`src/heap_sort_engine_assert.svh`:
```
// Assertion macros shared by the heap sort engine modules.
// Both expect a clock named clk and an active-low reset named rst_n in scope.
`ifndef HEAP_SORT_ENGINE_ASSERT_SVH
`define HEAP_SORT_ENGINE_ASSERT_SVH

// Same-cycle implication
`define HSE_ASSERT_IMP(label, ante, cons, msg) \
  label: assert property (@(posedge clk) disable iff (!rst_n) (ante) |-> (cons)) \
    else $error(msg);

// Next-cycle implication
`define HSE_ASSERT_NXT(label, ante, cons, msg) \
  label: assert property (@(posedge clk) disable iff (!rst_n) (ante) |=> (cons)) \
    else $error(msg);

`endif

```
`src/hse_pkg.sv`:
```
package hse_pkg;

  localparam int DATA_W = 32;
  // Wide enough for an element count up to the largest supported capacity
  localparam int CNT_W  = 7;

  typedef logic signed [DATA_W-1:0] hse_data_t;

  // Control from the collector to the sorter
  typedef struct packed {
    logic             wr_en;
    logic [CNT_W-1:0] wr_addr;
    hse_data_t        wr_data;
    logic             go;
    logic [CNT_W-1:0] size;
    logic             min_mode;
  } hse_ctrl_t;

  // Sorted element offered by the sorter
  typedef struct packed {
    logic      valid;
    hse_data_t value;
    logic      last;
  } hse_emit_t;

endpackage

```
`src/hse_if.sv`:
```
interface hse_in_if;
  logic                valid;
  logic                ready;
  hse_pkg::hse_data_t  value;
  logic                last_in;
  modport source(output valid, value, last_in, input ready);
  modport sink(input valid, value, last_in, output ready);
endinterface

interface hse_out_if;
  logic                valid;
  logic                ready;
  hse_pkg::hse_data_t  sorted_value;
  logic                last_out;
  logic                overflow;
  modport source(output valid, sorted_value, last_out, overflow, input ready);
  modport sink(input valid, sorted_value, last_out, overflow, output ready);
endinterface

interface hse_cfg_if;
  logic valid;
  logic ready;
  logic order_mode;
  modport source(output valid, order_mode, input ready);
  modport sink(input valid, order_mode, output ready);
endinterface

```
`src/hse_sorter.sv`:
```
`include "heap_sort_engine_assert.svh"

module hse_sorter #(
  parameter int CAPACITY = 64
) (
  input  logic               clk,
  input  logic               rst_n,
  input  hse_pkg::hse_ctrl_t ctrl,
  output hse_pkg::hse_emit_t emit,
  input  logic               emit_ready,
  output logic               idle
);
  import hse_pkg::*;

  localparam int AW = (CAPACITY > 1) ? $clog2(CAPACITY) : 1;
  localparam int CW = $clog2(CAPACITY + 1);
  localparam int LW = CW + 1;

  typedef enum logic [3:0] {
    S_IDLE, S_BLD_NEXT, S_LD_CUR, S_EXT_NEXT, S_EXT_SWAP,
    S_SIFT_RD, S_SIFT_CL, S_SIFT_CR, S_EMIT_RD, S_EMIT_OUT
  } state_t;

  state_t          state_r;
  logic            phase_ext_r;
  logic            min_mode_r;
  logic [CW-1:0]   n_r;
  logic [CW-1:0]   bi_r;
  logic [CW-1:0]   es_r;
  logic [CW-1:0]   hs_r;
  logic [AW-1:0]   ii_r;
  logic [AW-1:0]   k_r;
  hse_data_t       cur_r;
  hse_data_t       cand_r;
  logic            cand_child_r;
  logic            l_ok_r;
  logic            r_ok_r;
  hse_data_t       rd0_r;
  hse_data_t       rd1_r;

  hse_data_t       mem [CAPACITY];

  logic [LW-1:0]   l_idx;
  logic [LW-1:0]   r_idx;
  hse_data_t       cmp_a;
  hse_data_t       cmp_b;
  logic            cmp_above;
  logic            take_r;
  logic            best_child;
  hse_data_t       best_val;
  logic [AW-1:0]   best_idx;
  logic            emit_last;
  logic            rd_en;
  logic [AW-1:0]   ra0;
  logic [AW-1:0]   ra1;
  logic            we;
  logic [AW-1:0]   wa;
  hse_data_t       wd;

  // Child positions of the current hole
  assign l_idx = LW'({ii_r, 1'b0}) + LW'(1);
  assign r_idx = l_idx + LW'(1);

  // Shared compare unit: left child against the sifted value, then right against the winner
  assign cmp_a     = (state_r == S_SIFT_CL) ? rd0_r : rd1_r;
  assign cmp_b     = (state_r == S_SIFT_CL) ? cur_r : cand_r;
  assign cmp_above = min_mode_r ? (cmp_a < cmp_b) : (cmp_a > cmp_b);

  assign take_r     = r_ok_r && cmp_above;
  assign best_child = take_r || cand_child_r;
  assign best_val   = take_r ? rd1_r : cand_r;
  assign best_idx   = take_r ? r_idx[AW-1:0] : l_idx[AW-1:0];

  assign emit_last  = (CW'(k_r) == (n_r - CW'(1)));

  // Read port addresses
  always_comb begin
    rd_en = 1'b0;
    ra0   = '0;
    ra1   = '0;
    unique case (state_r)
      S_BLD_NEXT: begin
        rd_en = 1'b1;
        ra0   = AW'(bi_r - CW'(1));
      end
      S_EXT_NEXT: begin
        rd_en = 1'b1;
        ra1   = AW'(es_r - CW'(1));
      end
      S_SIFT_RD: begin
        rd_en = 1'b1;
        ra0   = l_idx[AW-1:0];
        ra1   = r_idx[AW-1:0];
      end
      S_EMIT_RD: begin
        rd_en = 1'b1;
        ra0   = k_r;
      end
      default: begin
        rd_en = 1'b0;
      end
    endcase
  end

  // Write port: collected values while idle, heap moves while sorting
  always_comb begin
    we = 1'b0;
    wa = '0;
    wd = ctrl.wr_data;
    unique case (state_r)
      S_IDLE: begin
        we = ctrl.wr_en;
        wa = ctrl.wr_addr[AW-1:0];
        wd = ctrl.wr_data;
      end
      S_EXT_SWAP: begin
        we = 1'b1;
        wa = AW'(es_r - CW'(1));
        wd = rd0_r;
      end
      S_SIFT_CR: begin
        we = 1'b1;
        wa = ii_r;
        wd = best_child ? best_val : cur_r;
      end
      default: begin
        we = 1'b0;
      end
    endcase
  end

  // Element store with registered reads
  always_ff @(posedge clk) begin
    if (we) begin
      mem[wa] <= wd;
    end
    if (rd_en) begin
      rd0_r <= mem[ra0];
      rd1_r <= mem[ra1];
    end
  end

  // Sequencer: build the heap, extract the root repeatedly, then stream out
  always_ff @(posedge clk) begin
    if (!rst_n) begin
      state_r <= S_IDLE;
    end else begin
      unique case (state_r)
        S_IDLE: begin
          if (ctrl.go) begin
            n_r        <= ctrl.size[CW-1:0];
            bi_r       <= ctrl.size[CW-1:0] >> 1;
            es_r       <= ctrl.size[CW-1:0];
            min_mode_r <= ctrl.min_mode;
            state_r    <= S_BLD_NEXT;
          end
        end
        S_BLD_NEXT: begin
          if (bi_r == '0) begin
            phase_ext_r <= 1'b1;
            state_r     <= S_EXT_NEXT;
          end else begin
            bi_r        <= bi_r - CW'(1);
            ii_r        <= AW'(bi_r - CW'(1));
            hs_r        <= n_r;
            phase_ext_r <= 1'b0;
            state_r     <= S_LD_CUR;
          end
        end
        S_LD_CUR: begin
          cur_r   <= rd0_r;
          state_r <= S_SIFT_RD;
        end
        S_EXT_NEXT: begin
          if (es_r <= CW'(1)) begin
            k_r     <= '0;
            state_r <= S_EMIT_RD;
          end else begin
            state_r <= S_EXT_SWAP;
          end
        end
        S_EXT_SWAP: begin
          // old root went to the tail; the tail value sifts down from the root
          cur_r   <= rd1_r;
          ii_r    <= '0;
          hs_r    <= es_r - CW'(1);
          es_r    <= es_r - CW'(1);
          state_r <= S_SIFT_RD;
        end
        S_SIFT_RD: begin
          l_ok_r  <= (l_idx < LW'(hs_r));
          r_ok_r  <= (r_idx < LW'(hs_r));
          state_r <= S_SIFT_CL;
        end
        S_SIFT_CL: begin
          if (l_ok_r && cmp_above) begin
            cand_r       <= rd0_r;
            cand_child_r <= 1'b1;
          end else begin
            cand_r       <= cur_r;
            cand_child_r <= 1'b0;
          end
          state_r <= S_SIFT_CR;
        end
        S_SIFT_CR: begin
          if (best_child) begin
            ii_r    <= best_idx;
            state_r <= S_SIFT_RD;
          end else begin
            state_r <= phase_ext_r ? S_EXT_NEXT : S_BLD_NEXT;
          end
        end
        S_EMIT_RD: begin
          state_r <= S_EMIT_OUT;
        end
        S_EMIT_OUT: begin
          if (emit_ready) begin
            if (emit_last) begin
              state_r <= S_IDLE;
            end else begin
              k_r     <= k_r + AW'(1);
              state_r <= S_EMIT_RD;
            end
          end
        end
        default: begin
          state_r <= S_IDLE;
        end
      endcase
    end
  end

  assign emit.valid = (state_r == S_EMIT_OUT);
  assign emit.value = rd0_r;
  assign emit.last  = emit_last;
  assign idle       = (state_r == S_IDLE);

  `HSE_ASSERT_IMP(a_sift_in_heap, state_r == S_SIFT_CR, CW'(ii_r) < hs_r, "hole outside heap")
  `HSE_ASSERT_IMP(a_emit_in_set, state_r == S_EMIT_OUT, CW'(k_r) < n_r, "emit beyond set")
  `HSE_ASSERT_NXT(a_swap_to_root, state_r == S_EXT_SWAP, state_r == S_SIFT_RD && ii_r == '0,
                  "extraction must sift from the root")

endmodule

```
`src/heap_sort_engine.sv`:
```
// Channel    Dir  Payload                               Transaction when
// in_chan    in   value, last_in                        valid && ready
// out_chan   out  sorted_value, last_out, overflow      valid && ready
// cfg_chan   in   order_mode                            valid (ready always high)
//
// A value without last_in is stored. last_in starts a heap sort of the stored set:
// each heap level of each sift reads both children and compares them in turn
// through the shared comparator, writing through the single-write element store;
// the sorted elements are then emitted in order. in_chan stays not ready from the
// last_in transaction until the final result is taken. out_chan stalls hold the
// output register and the sorter. Reset (rst_n low, synchronous) clears the count,
// overflow flag and order_mode; the element store is not cleared.
`include "heap_sort_engine_assert.svh"

module heap_sort_engine #(
  parameter int CAPACITY = 64
) (
  input  logic       clk,
  input  logic       rst_n,
  hse_in_if.sink     in_chan,
  hse_out_if.source  out_chan,
  hse_cfg_if.sink    cfg_chan
);
  import hse_pkg::*;

  localparam int CW = $clog2(CAPACITY + 1);

  logic          order_mode_r;
  logic [CW-1:0] count_r;
  logic          flag_r;
  logic          busy_r;
  logic          out_valid_r;
  hse_data_t     out_value_r;
  logic          out_last_r;
  logic          out_ovf_r;

  logic          in_acc;
  logic          has_room;
  logic [CW-1:0] count_inc;
  logic          emit_ready;
  logic          load;
  logic          sorter_idle;
  hse_ctrl_t     ctrl;
  hse_emit_t     emit;

  assign in_acc    = in_chan.valid && in_chan.ready;
  assign has_room  = (count_r < CW'(CAPACITY));
  assign count_inc = count_r + CW'(1);

  assign in_chan.ready  = !busy_r;
  assign cfg_chan.ready = 1'b1;

  // Store request and sort start
  assign ctrl.wr_en    = in_acc && has_room;
  assign ctrl.wr_addr  = CNT_W'(count_r);
  assign ctrl.wr_data  = in_chan.value;
  assign ctrl.go       = in_acc && in_chan.last_in;
  assign ctrl.size     = has_room ? CNT_W'(count_inc) : CNT_W'(count_r);
  assign ctrl.min_mode = order_mode_r;

  hse_sorter #(
    .CAPACITY(CAPACITY)
  ) u_sorter (
    .clk        (clk),
    .rst_n      (rst_n),
    .ctrl       (ctrl),
    .emit       (emit),
    .emit_ready (emit_ready),
    .idle       (sorter_idle)
  );

  // Output register takes a new element whenever it is empty or being drained
  assign emit_ready = !out_valid_r || out_chan.ready;
  assign load       = emit.valid && emit_ready;

  always_ff @(posedge clk) begin
    if (!rst_n) begin
      order_mode_r <= 1'b0;
      count_r      <= '0;
      flag_r       <= 1'b0;
      busy_r       <= 1'b0;
      out_valid_r  <= 1'b0;
    end else begin
      // config write
      if (cfg_chan.valid) begin
        order_mode_r <= cfg_chan.order_mode;
      end

      // collect, or drop and flag when full
      if (in_acc) begin
        if (!has_room) begin
          flag_r <= 1'b1;
        end
        if (in_chan.last_in) begin
          count_r <= '0;
          busy_r  <= 1'b1;
        end else if (has_room) begin
          count_r <= count_inc;
        end
      end

      // advance output register
      if (load) begin
        out_valid_r <= 1'b1;
        out_value_r <= emit.value;
        out_last_r  <= emit.last;
        out_ovf_r   <= flag_r;
        if (emit.last) begin
          flag_r <= 1'b0;
        end
      end else if (out_chan.ready) begin
        out_valid_r <= 1'b0;
      end

      // release input once the final result is taken
      if (out_valid_r && out_chan.ready && out_last_r) begin
        busy_r <= 1'b0;
      end
    end
  end

  assign out_chan.valid        = out_valid_r;
  assign out_chan.sorted_value = out_value_r;
  assign out_chan.last_out     = out_last_r;
  assign out_chan.overflow     = out_ovf_r;

  `HSE_ASSERT_IMP(a_go_when_idle, ctrl.go, sorter_idle, "sort started while sorter busy")
  `HSE_ASSERT_IMP(a_out_while_busy, out_valid_r, busy_r, "result outside a sort")
  `HSE_ASSERT_IMP(a_count_bound, 1'b1, count_r <= CW'(CAPACITY), "count above capacity")
  `HSE_ASSERT_NXT(a_last_clears_count, in_acc && in_chan.last_in, count_r == '0 && busy_r,
                  "last transaction must clear count and block input")

endmodule

```
`src/flat_wrapper.sv`:
```
// flat-port wrapper written by rule: the top's interface ports become plain ports
module heap_sort_engine_flat import hse_pkg::*;
#(
  parameter int CAPACITY = 64
)
  (clk, rst_n, in_chan_valid, in_chan_value, in_chan_last_in, in_chan_ready, out_chan_valid, out_chan_sorted_value, out_chan_last_out, out_chan_overflow, out_chan_ready, cfg_chan_valid, cfg_chan_order_mode, cfg_chan_ready);
  hse_in_if in_chan_i ();
  hse_out_if out_chan_i ();
  hse_cfg_if cfg_chan_i ();
  input  logic clk;
  input  logic rst_n;
  input wire logic [$bits(in_chan_i.valid)-1:0] in_chan_valid;
  input wire logic [$bits(in_chan_i.value)-1:0] in_chan_value;
  input wire logic [$bits(in_chan_i.last_in)-1:0] in_chan_last_in;
  output wire logic [$bits(in_chan_i.ready)-1:0] in_chan_ready;
  output wire logic [$bits(out_chan_i.valid)-1:0] out_chan_valid;
  output wire logic [$bits(out_chan_i.sorted_value)-1:0] out_chan_sorted_value;
  output wire logic [$bits(out_chan_i.last_out)-1:0] out_chan_last_out;
  output wire logic [$bits(out_chan_i.overflow)-1:0] out_chan_overflow;
  input wire logic [$bits(out_chan_i.ready)-1:0] out_chan_ready;
  input wire logic [$bits(cfg_chan_i.valid)-1:0] cfg_chan_valid;
  input wire logic [$bits(cfg_chan_i.order_mode)-1:0] cfg_chan_order_mode;
  output wire logic [$bits(cfg_chan_i.ready)-1:0] cfg_chan_ready;
  assign in_chan_i.valid = in_chan_valid;
  assign in_chan_i.value = in_chan_value;
  assign in_chan_i.last_in = in_chan_last_in;
  assign in_chan_ready = in_chan_i.ready;
  assign out_chan_valid = out_chan_i.valid;
  assign out_chan_sorted_value = out_chan_i.sorted_value;
  assign out_chan_last_out = out_chan_i.last_out;
  assign out_chan_overflow = out_chan_i.overflow;
  assign out_chan_i.ready = out_chan_ready;
  assign cfg_chan_i.valid = cfg_chan_valid;
  assign cfg_chan_i.order_mode = cfg_chan_order_mode;
  assign cfg_chan_ready = cfg_chan_i.ready;
  heap_sort_engine #(.CAPACITY(CAPACITY)) u_core (.clk(clk), .rst_n(rst_n), .in_chan(in_chan_i), .out_chan(out_chan_i), .cfg_chan(cfg_chan_i));
endmodule
```
`config.mk`:
```
export PLATFORM = sky130hd
export DESIGN_NAME = heap_sort_engine_flat
export DESIGN_NICKNAME = d
export VERILOG_FILES = /design/src/hse_pkg.sv /design/src/hse_if.sv /design/src/hse_sorter.sv /design/src/heap_sort_engine.sv /design/src/flat_wrapper.sv
export VERILOG_INCLUDE_DIRS = /design/src /design/src/src
export SDC_FILE = /design/constraint.sdc
export NUM_CORES = 2
export LEC_CHECK = 0
export BUFFER_PORTS_ARGS = -buffer_cell sky130_fd_sc_hd__buf_2
export CAP_MARGIN = 25
export CORE_AREA = 2 2 471 473
export CTS_CLUSTER_SIZE = 25
export DETAILED_ROUTE_END_ITERATION = 8
export DIE_AREA = 0 0 473 475
export GPL_TIMING_DRIVEN = 0
export PLACE_DENSITY = 0.63
export SYNTH_ARGS = -nofsm -noshare
export SYNTH_HDL_FRONTEND = slang
export SYNTH_SLANG_ARGS = --single-unit
```
`constraint.sdc`:
```
create_clock -name clk -period 9.3 [get_ports clk]
set_input_delay 0.93 -clock clk [delete_from_list [all_inputs] [get_ports clk]]
set_output_delay 0.93 -clock clk [all_outputs]
set_load 0.05 [all_outputs]
```
==> results.md <==
* Final hold viol count at 0
* Post-synthesis sequential area ratio at 0.6211
* Clock Sinks at 2270
* Largest net degree at the start of global routing at 48
* Logic pwr share at 0.228
* DR vias at 77400
* Tmin final at 7.998 ns
* FFs w/ async S/R, synth at 0
* Row Count at 172
* Max-cap violations at 0
* Worst hold stages at 3
* Worst Setup SP: u_core.u_sorter.state_r[1]
* CP required at 10.02 ns
* Pleak at 44.07 nW
* Count of different cell masters after synthesis at 74
* Int Pwr at 19.21 mW
* Pwr dens at 223.5 mW/mm²
* Peak supply drop at 0.1587 mV
* Post-Syn Area at 0.1095 mm²
* CP Class: register to register
* Setup TNS at 0 ns
* Overall Global Routing Usage at 0.3745
* Minimum hold slack at 0.2793 ns
* Die ar. at 0.2247 mm²
* CP Max Fanout at 33
* Initial core utilization at 0.4998
* Max-slew violation count at 0
* Critical Path End: u_core.u_sorter.mem[62][5]
* Psw at 8.868 mW
* Flop pwr share at 0.429
* Outcome: finished clean
* Setup Fix Bufs, Post-CTS at 0
* Final setup viols at 0
* Final period utilization at 0.8600
* DR DRC count at 0
* Iter 0 DRT Violations at 12650
* Avg WL per Cell at 38.07 µm
* Buf/Inv on CP at 6
* CP arrival at 8.72 ns
* Most frequent cells in the layout: 2255 x edfxtp_1, 1557 x nand2_1, 719 x mux2i_1, 528 x mux4_2, 303 x clkbuf_1
* Ys flop type: edfxtp_1
* CTS resizes at 0
* Clock Pin Slew Worst Setup and Hold Paths at 0.06 ns
* Slew headroom at 0.01061
* WP depth at 18
* Io pins at 76
* Hold Path Class: primary input to register
* Max Clock Skew at 0.05591 ns
* Most common cell after layout, fill and taps aside: edfxtp_1
* Critical Path, Cell by Cell: buf_2, buf_1, nand2_1, nor3_1, buf_2, buf_1, mux2i_1, ha_1, nand4_1, nor4_1, a21boi_1, o31ai_1, a31oi_1, mux2i_1, buf_2, mux2i_1, o21ai_4, buf_12
* Startpoint Class: register
* Initial antenna violation count at 35
* Vias in the first global route at 74110
* Post-Syn Instances at 7600
* Layout cells sized above 1 at 0.2032
* Synth Net Count at 7691
* Largest area contributor in the netlist: edfxtp_1
* GPL Wtd Cong at 1.134
* First-pass GRT wire length at 580400 µm
* Setup crit end kind: register
* Port Buffers at 74
* RSZ-0062 raised after global routing: false
* Top post-synthesis cells by area: edfxtp_1 62%, mux4_2 11%, mux2i_1 6.6%, nand2_1 5.3%, mux2_2 1.9%
* Core area at 0.2191 mm²
* Slew at the pin closest to its max-slew limit at 1.484 ns
* R2r startpoint: u_core.u_sorter.state_r[1]
* Synth top area share at 0.6184
* R2r setup slk at 1.30 ns
* CP max-delay cell: o21ai_4
* Sw Ratio at 0.3158
* Area delta synth->final at 14.73%
* Post-synth EDFFs at 2255
* Worst-case clock buffer depth at 3
* Max Clk Rate at 125.0 MHz
* Post-cts hold buffer count at 0
* TritonCTS buffer count at 231
* Synth Register Bits at 2270
* Clock share of power at 0.344
* TritonCTS clock tree: yes
* Antenna-violating nets left at 0
* R2r worst-path depth at 18
* Clk Latency, worst-skew pair at 0.93 ns
* Max incr delay on CP at 0.84 ns
* Reg2reg end: u_core.u_sorter.mem[62][5]
* Initial DRT Pass Iterations at 9
* # H-tree levels at 4
* Delay-heaviest family, CP: buffers and inverters
* DRT Wirelength at 426600 µm
* Grt total ovfl at 0
* Root Buffer: clkbuf_16
* Die height at 475 µm
* Syn. warnings at 0
* # nets final at 8200
* Hpwl dp at 310600 µm
* Syn Area/Cell at 14.41 µm²
* Die W at 473 µm
* Via/cell ratio at 6.907
power by group through the flow:
stage	Combinational (mW)	Sequential [mW]	Clock (mW)
2_1_floorplan	3.05	12.3	0
3_3_place_gp	5.61	12.5	0
3_5_place_dp	6.02	12.2	0
4_1_cts	6.03	12.0	9.62
5_1_grt	6.46	12.0	10.0
6_report	6.39	12.0	9.65
how the worst min path moves through the flow:
stage / from / end / slack (ns)
after global placement: u_core.order_mode_r / u_core.u_sorter.min_mode_r / 0.42
after CTS: cfg_chan_order_mode / u_core.order_mode_r / 0.24
after global routing: cfg_chan_order_mode / u_core.order_mode_r / 0.28
final: cfg_chan_order_mode / u_core.order_mode_r / 0.28
after floorplan: u_core.order_mode_r / u_core.u_sorter.min_mode_r / 0.41
after detailed placement: u_core.flag_r / u_core.out_chan.overflow / 0.43
sequential cells by signal (all words and copies together) (netlist names), 32 cells and up:
register and count:
u_core.u_sorter.rd0_r 32, u_core.u_sorter.cand_r 32, u_core.u_sorter.mem 2048, u_core.u_sorter.rd1_r 32, u_core.out_chan.sorted_value 32, u_core.u_sorter.cur_r 32
tightest hold or removal path: cells and delay by family:
kind / cells / cell delay [ns]
multiplexers: 1 / 0.06
AND/OR/NAND/NOR: 1 / 0.08
buffers and inverters: 1 / 0.08
cell usage after synthesis (all sizes together), types with 11 or more instances:
| cell | instances |
|---|---|
| a32oi | 213 |
| a21oi | 106 |
| nand4 | 11 |
| mux4 | 528 |
| a31o | 62 |
| nand3 | 255 |
| nor3 | 14 |
| nor2b | 14 |
| mux2i | 719 |
| o221ai | 62 |
| xor2 | 13 |
| and3 | 185 |
| a22oi | 44 |
| inv | 22 |
| and2 | 45 |
| xnor2 | 21 |
| ha | 52 |
| o21ai | 121 |
| dfxtp | 15 |
| edfxtp | 2255 |
| nand3b | 33 |
| mux2 | 188 |
| buf | 308 |
| nor2 | 144 |
| clkbuf | 269 |
| nand2 | 1557 |
| a31oi | 11 |
| o22ai | 63 |
| a211oi | 194 |
| nand2b | 11 |
per-stage QoR:
| step | utilization | instances | power (mW) | area (µm²) | setup slack, ns |
|---|---|---|---|---|---|
| 6_report | 0.5734 | 11210 | 28.08 | 125600 | 1.302 |
| 5_1_grt | 0.5733 | 11190 | 28.50 | 125600 | 1.111 |
| 4_1_cts | 0.5723 | 11160 | 27.68 | 125400 | 1.380 |
| 3_5_place_dp | 0.5373 | 10730 | 18.26 | 117700 | 1.447 |
| 3_3_place_gp | 0.5179 | 10550 | 18.08 | 113500 | -6.754 |
| 2_1_floorplan | - | 7600 | 15.30 | 109500 | 1.981 |
cell families after synthesis:
logic type	count (synthesis)	synth area share
flops	2270	0.6211
other cells	1	0.00003425
buf+inv	599	0.02517
compound gates	912	0.06075
mux	1435	0.1937
xor+xnor	34	0.002720
fa+ha+maj	52	0.005942
simple gates	2297	0.09059
layout make-up:
class	count	area, µm²
multi-input cells	4731	39590
clock buffers	279	6055
clock inverters	155	1605
repair buffers	276	3940
fillers	17160	93450
diodes	25	62.56
plain buffers	577	2684
inverters	22	82.58
well taps	2871	3592
flip-flops and latches	2270	68020
routing by layer:
layer	vias up	track usage	share of wire
li1	30930	-	-
met1	39410	0.4790	0.36
met2	5998	0.5509	0.43
met3	1048	0.1201	0.14
met4	10	0.2404	0.075
met5	-	0.009734	0.00081
(Power assumes the default switching activity.)
